`src/rtl/efu_pkg.sv`:
```
`timescale 1ns / 1ps
package efu_pkg;

  // field and register widths
  localparam int FLD_W     = 24;
  localparam int ANG_W     = 16;
  localparam int CFG_W     = 16;
  localparam int FLR_W     = 23;
  localparam int CFG_IDX_W = 3;
  localparam int CFG_DAT_W = 23;
  localparam int IN_W      = 8 * FLD_W + ANG_W;
  localparam int OUT_W     = 4 * FLD_W;
  localparam int PAIR_W    = 4 * FLD_W;

  // cordic
  localparam int CORD_STAGES = 16;
  localparam int CX_W        = 33;
  localparam int CZ_W        = 26;
  localparam int TRIG_W      = 18;
  localparam logic signed [CX_W-1:0] CORDIC_K = 33'sd652032874;
  localparam logic signed [CZ_W-1:0] ANG_QTR  = 26'sd4194304;
  localparam logic signed [CZ_W-1:0] ANG_HALF = 26'sd8388608;

  // datapath widths
  localparam int PROD_W = FLD_W + TRIG_W;
  localparam int ROT_W  = 30;
  localparam int SQ_W   = 62;
  localparam int RT_W   = 31;
  localparam int REM_W  = 35;
  localparam int W_W    = CFG_W + TRIG_W;
  localparam int T_W    = 30;

  // pipeline depths
  localparam int SQRT_STAGES = RT_W;
  localparam int CORDIC_LAT  = CORD_STAGES + 2;
  localparam int LANE_LAT    = 4 + SQRT_STAGES + 4 + SQRT_STAGES + 1;
  localparam int PIPE_LAT    = CORDIC_LAT + LANE_LAT;
  localparam int W_DLY       = 3 + SQRT_STAGES + 1;

  // register indexes
  typedef enum logic [CFG_IDX_W-1:0] {
    CFG_SRC_ANGLE = 3'd0,
    CFG_AMP_FRAC  = 3'd1,
    CFG_PHASE_ERR = 3'd2,
    CFG_FLOOR_E   = 3'd3,
    CFG_FLOOR_H   = 3'd4
  } cfg_idx_e;

  // one square-root step state
  typedef struct packed {
    logic [SQ_W-1:0]  v;
    logic [REM_W-1:0] rem;
    logic [RT_W-1:0]  root;
  } sq_t;

  // arctangent table, 2^24 per turn
  function automatic logic signed [CZ_W-1:0] atan_lut(input logic [3:0] i);
    logic signed [CZ_W-1:0] r;
    case (i)
      4'd0:    r = 26'sd2097152;
      4'd1:    r = 26'sd1238021;
      4'd2:    r = 26'sd654136;
      4'd3:    r = 26'sd332050;
      4'd4:    r = 26'sd166669;
      4'd5:    r = 26'sd83416;
      4'd6:    r = 26'sd41718;
      4'd7:    r = 26'sd20860;
      4'd8:    r = 26'sd10430;
      4'd9:    r = 26'sd5215;
      4'd10:   r = 26'sd2608;
      4'd11:   r = 26'sd1304;
      4'd12:   r = 26'sd652;
      4'd13:   r = 26'sd326;
      4'd14:   r = 26'sd163;
      default: r = 26'sd81;
    endcase
    return r;
  endfunction

  // restoring square root, one result bit per call
  function automatic sq_t sq_step(input sq_t a);
    sq_t r;
    logic [REM_W-1:0] sh;
    logic [REM_W-1:0] trial;
    sh    = {a.rem[REM_W-3:0], a.v[SQ_W-1 -: 2]};
    trial = {{(REM_W-RT_W-2){1'b0}}, a.root, 2'b01};
    r.v   = {a.v[SQ_W-3:0], 2'b00};
    if (sh >= trial) begin
      r.rem  = sh - trial;
      r.root = {a.root[RT_W-2:0], 1'b1};
    end else begin
      r.rem  = sh;
      r.root = {a.root[RT_W-2:0], 1'b0};
    end
    return r;
  endfunction

endpackage

```
`src/rtl/efu_cordic.sv`:
```
`timescale 1ns / 1ps
module efu_cordic import efu_pkg::*; (
  input  logic                     clk_i,
  input  logic                     en_i,
  input  logic [ANG_W-1:0]         ang_i,
  output logic signed [TRIG_W-1:0] cos_o,
  output logic signed [TRIG_W-1:0] sin_o
);

  logic signed [CX_W-1:0] x_q [CORD_STAGES+1];
  logic signed [CX_W-1:0] y_q [CORD_STAGES+1];
  logic signed [CZ_W-1:0] z_q [CORD_STAGES+1];
  logic                   neg_q [CORD_STAGES+1];

  logic signed [CZ_W-1:0] z_raw;
  logic signed [CX_W-1:0] x_rnd;
  logic signed [CX_W-1:0] y_rnd;
  logic signed [TRIG_W-1:0] c_d;
  logic signed [TRIG_W-1:0] s_d;
  logic signed [TRIG_W-1:0] cos_q;
  logic signed [TRIG_W-1:0] sin_q;

  // angle scaled to 2^24 per turn
  assign z_raw = {{(CZ_W-ANG_W-8){ang_i[ANG_W-1]}}, ang_i, 8'b0};

  // fold into the right half plane
  always_ff @(posedge clk_i) begin
    if (en_i) begin
      x_q[0] <= CORDIC_K;
      y_q[0] <= '0;
      if (z_raw > ANG_QTR) begin
        z_q[0]   <= z_raw - ANG_HALF;
        neg_q[0] <= 1'b1;
      end else if (z_raw < -ANG_QTR) begin
        z_q[0]   <= z_raw + ANG_HALF;
        neg_q[0] <= 1'b1;
      end else begin
        z_q[0]   <= z_raw;
        neg_q[0] <= 1'b0;
      end
    end
  end

  // rotation iterations
  for (genvar i = 0; i < CORD_STAGES; i++) begin : g_iter
    always_ff @(posedge clk_i) begin
      if (en_i) begin
        neg_q[i+1] <= neg_q[i];
        if (!z_q[i][CZ_W-1]) begin
          x_q[i+1] <= x_q[i] - (y_q[i] >>> i);
          y_q[i+1] <= y_q[i] + (x_q[i] >>> i);
          z_q[i+1] <= z_q[i] - atan_lut(4'(i));
        end else begin
          x_q[i+1] <= x_q[i] + (y_q[i] >>> i);
          y_q[i+1] <= y_q[i] - (x_q[i] >>> i);
          z_q[i+1] <= z_q[i] + atan_lut(4'(i));
        end
      end
    end
  end

  // round to q1.15 and undo the fold
  assign x_rnd = x_q[CORD_STAGES] + CX_W'(16384);
  assign y_rnd = y_q[CORD_STAGES] + CX_W'(16384);
  assign c_d   = x_rnd[CX_W-1:15];
  assign s_d   = y_rnd[CX_W-1:15];

  always_ff @(posedge clk_i) begin
    if (en_i) begin
      cos_q <= neg_q[CORD_STAGES] ? -c_d : c_d;
      sin_q <= neg_q[CORD_STAGES] ? -s_d : s_d;
    end
  end

  assign cos_o = cos_q;
  assign sin_o = sin_q;

endmodule

```
`config.mk`:
```
export PLATFORM = sky130hd
export DESIGN_NAME = efu_cordic
export DESIGN_NICKNAME = d
export VERILOG_FILES = /design/src/rtl/efu_pkg.sv /design/src/rtl/efu_cordic.sv
export SDC_FILE = /design/constraint.sdc
export NUM_CORES = 2
export LEC_CHECK = 0
export BUFFER_PORTS_ARGS = -buffer_cell sky130_fd_sc_hd__clkbuf_2
export CORE_MARGIN = 2
export CORE_UTILIZATION = 30
export DETAILED_ROUTE_END_ITERATION = 12
export PLACE_DENSITY = 0.46
export SLEW_MARGIN = 5
export SYNTH_ARGS = -nofsm -noshare
export SYNTH_HDL_FRONTEND = slang
export SYNTH_SLANG_ARGS = --single-unit
```
`constraint.sdc`:
```
create_clock -name clk_i -period 6.7 [get_ports clk_i]
set_clock_uncertainty 0.2 [all_clocks]
set_input_delay 1.005 -clock clk_i [delete_from_list [all_inputs] [get_ports clk_i]]
set_output_delay 1.005 -clock clk_i [all_outputs]
set_load 0.02 [all_outputs]
```
==> run metrics <==
status=finished clean; Main synth FF type=edfxtp_1; CP max FO=7; drt first pass iters=6; Syn. warnings=0; first-pass GRT wire length=497000 µm; final WL=320000 µm; Crit Path Category=reg -> reg; critical path arrival=6.35 ns; CTS Buffer Depth=4; max-cap viol count=0; htree depth=4; CTS tree=yes; initial core utilization=30.2%; die extent in y=614 µm; Sink Count=1346; grt total ovfl=0; fin crit period=5.93 ns; Layout Area Growth over Synthesis=11.3%; Seq/Total Area, Yosys=36.3%; 1st-iter DRT viols=5422; wire per inst=19.2 µm; hold depth=1; hold-fix buffers at CTS=0; Slew @ Worst Pin=1.23 ns; CTS Buf Count=175; synth unique cells=101; post_cts resized=0; DRC errors left=0; Worst Setup End Kind=flip-flop; Worst Setup SP=x_q[15][15]; Worst R2R Start=x_q[15][15]; vias=85800; CTS root buffer=clkbuf_16; Slew Viols, Final=0; Worst setup endpoint=y_q[16][32]; antenna violations before repair=3; Slew Limit Headroom=17.1%; row count=223; port bufs=53; Worst EP required=7.13 ns; reg2reg end=y_q[16][32]; Total Routing Usage GR=16.6%; synthesized area=111000 µm²; fmax=169 MHz; Post-synth EDFFs=1346; drt via density=5.15; Setup violations, final=0; Final nets=12900; Critical Path Source Type=flip-flop; Fin. Hold Viols=0; CTS clock-pin slew for the worst setup and hold paths=0.06 ns; crit share post-route=88.4%; number of global-route vias before repair=85000; RD Place Congestion=0.887; cells after synthesis=11400; Die X=614 µm; share of the synthesized area in the top cell type=36.3%; Post-Route Setup TNS=0 ns; RSZ-0062 raised after global routing=no; clk_lat worst skew=0.87 ns; core area=369000 µm²; syn nets=12700; I/O pins=54; HP Class=in -> reg; ys async rst share=0%; # Post-CTS Setup Buffers=0; Synth Register Bits=1346; Final HPWL DP=256000 µm; largest net degree at the start of global routing=157; r2r setup slk=0.77 ns; DRT antenna net count=0; count leader, synth=edfxtp_1; Avg Cell Area, Syn=9.78 µm²; Synth area leader=edfxtp_1; Synth top cells by count=1346 x edfxtp_1, 1255 x ha_1, 1142 x xnor2_1; synth top area cells=edfxtp_1 36%, ha_1 14%, xnor2_1 9.0%; Die ar.=376000 µm²; share of cells above drive strength 1=5.24%; R2R depth=20
==> through the flow <==
step	worst slack (ns)	instance area, µm²	util [%]	hold WS (ns)	std cells
6_report	0.774	124000	33.6	0.164	16700
5_1_grt	0.150	124000	33.6	0.0899	16700
4_1_cts	0.677	124000	33.6	0.0588	16700
3_5_place_dp	0.652	118000	32.0	0.205	16300
3_3_place_gp	0.649	118000	32.0	0.202	16300
2_1_floorplan	0.911	111000	-	0.200	11400
==> critical path: stages, from the launching register on <==
cell and delay, ns:
edfxtp_1 0.48, inv_1 0.10, ha_1 0.16, nor3b_1 0.38, nand2_1 0.15, nor4b_1 0.89, a211oi_1 0.17, buf_4 0.22
a21oi_1 0.13, ha_1 0.29, inv_1 0.09, o21bai_1 0.08, a21o_1 0.19, a21o_1 0.18, a21oi_1 0.20, o21ai_0 0.21
a31oi_1 0.28, o21ai_0 0.23, a2111oi_0 0.72, o41a_1 0.26, xnor2_1 0.06
==> how the worst min path moves through the flow <==
stage                         from         end
after floorplan           neg_q[9]   neg_q[10]
after global placement    neg_q[2]    neg_q[3]
after detailed placement  neg_q[6]    neg_q[7]
after CTS                 ang_i[3]  z_q[0][11]
after global routing      ang_i[3]  z_q[0][11]
final                     ang_i[4]  z_q[0][12]
==> layout make-up <==
class | count | area (µm²)
clock buffer | 208 | 4570
timing repair buffer | 185 | 1350
inverter | 468 | 1760
antenna | 2 | 5.00
sequential | 1346 | 40400
fill | 37600 | 245000
clock inverter | 107 | 1180
tap | 4950 | 6190
multi-input combinational | 9396 | 68600
==> sequential cells by signal, summed over array words and instances, names as in the netlist <==
register and count:
y_q 482, x_q 456, z_q 355, cos_o 18, sin_o 18, neg_q 17
==> cells in the final DEF, fill, tap and decap left out, types with 273 or more instances in the layout <==
| cell type | Yosys | final |
|---|---|---|
| xor2_1 | 602 | 602 |
| ha_1 | 1255 | 1255 |
| xnor2_1 | 1142 | 1142 |
| edfxtp_1 | 1346 | 1346 |
| o21ai_0 | 561 | 561 |
| a21o_1 | 574 | 574 |
| a21oi_1 | 1116 | 1116 |
| nor3_1 | 273 | 273 |
| inv_1 | 461 | 460 |
| nor2_1 | 858 | 858 |
| nand2_1 | 659 | 653 |
==> logic make-up (layout without fill, tap and decap cells) <==
group / after synthesis / count (layout) / share of synthesized area, %
mux: 120 / 120 / 1.12
buf+inv: 657 / 968 / 2.21
xor+xnor: 1745 / 1745 / 13.7
compound gates: 3348 / 3348 / 19.2
other cells: 0 / 2 / 0
simple gates: 2884 / 2884 / 12.6
fa+ha+maj: 1299 / 1299 / 14.9
flops: 1346 / 1346 / 36.3
==> metal layers <==
metal | global-route usage (%) | wire [µm]
met1 | 21.8 | 148000
met2 | 29.0 | 153000
met4 | 4.15 | 7940
met5 | 0 | 0
met3 | 1.89 | 11300
Power is left out: the tool's default activity adds up to more than one toggle a clock period on the data nets, which glitch-free logic cannot reach.
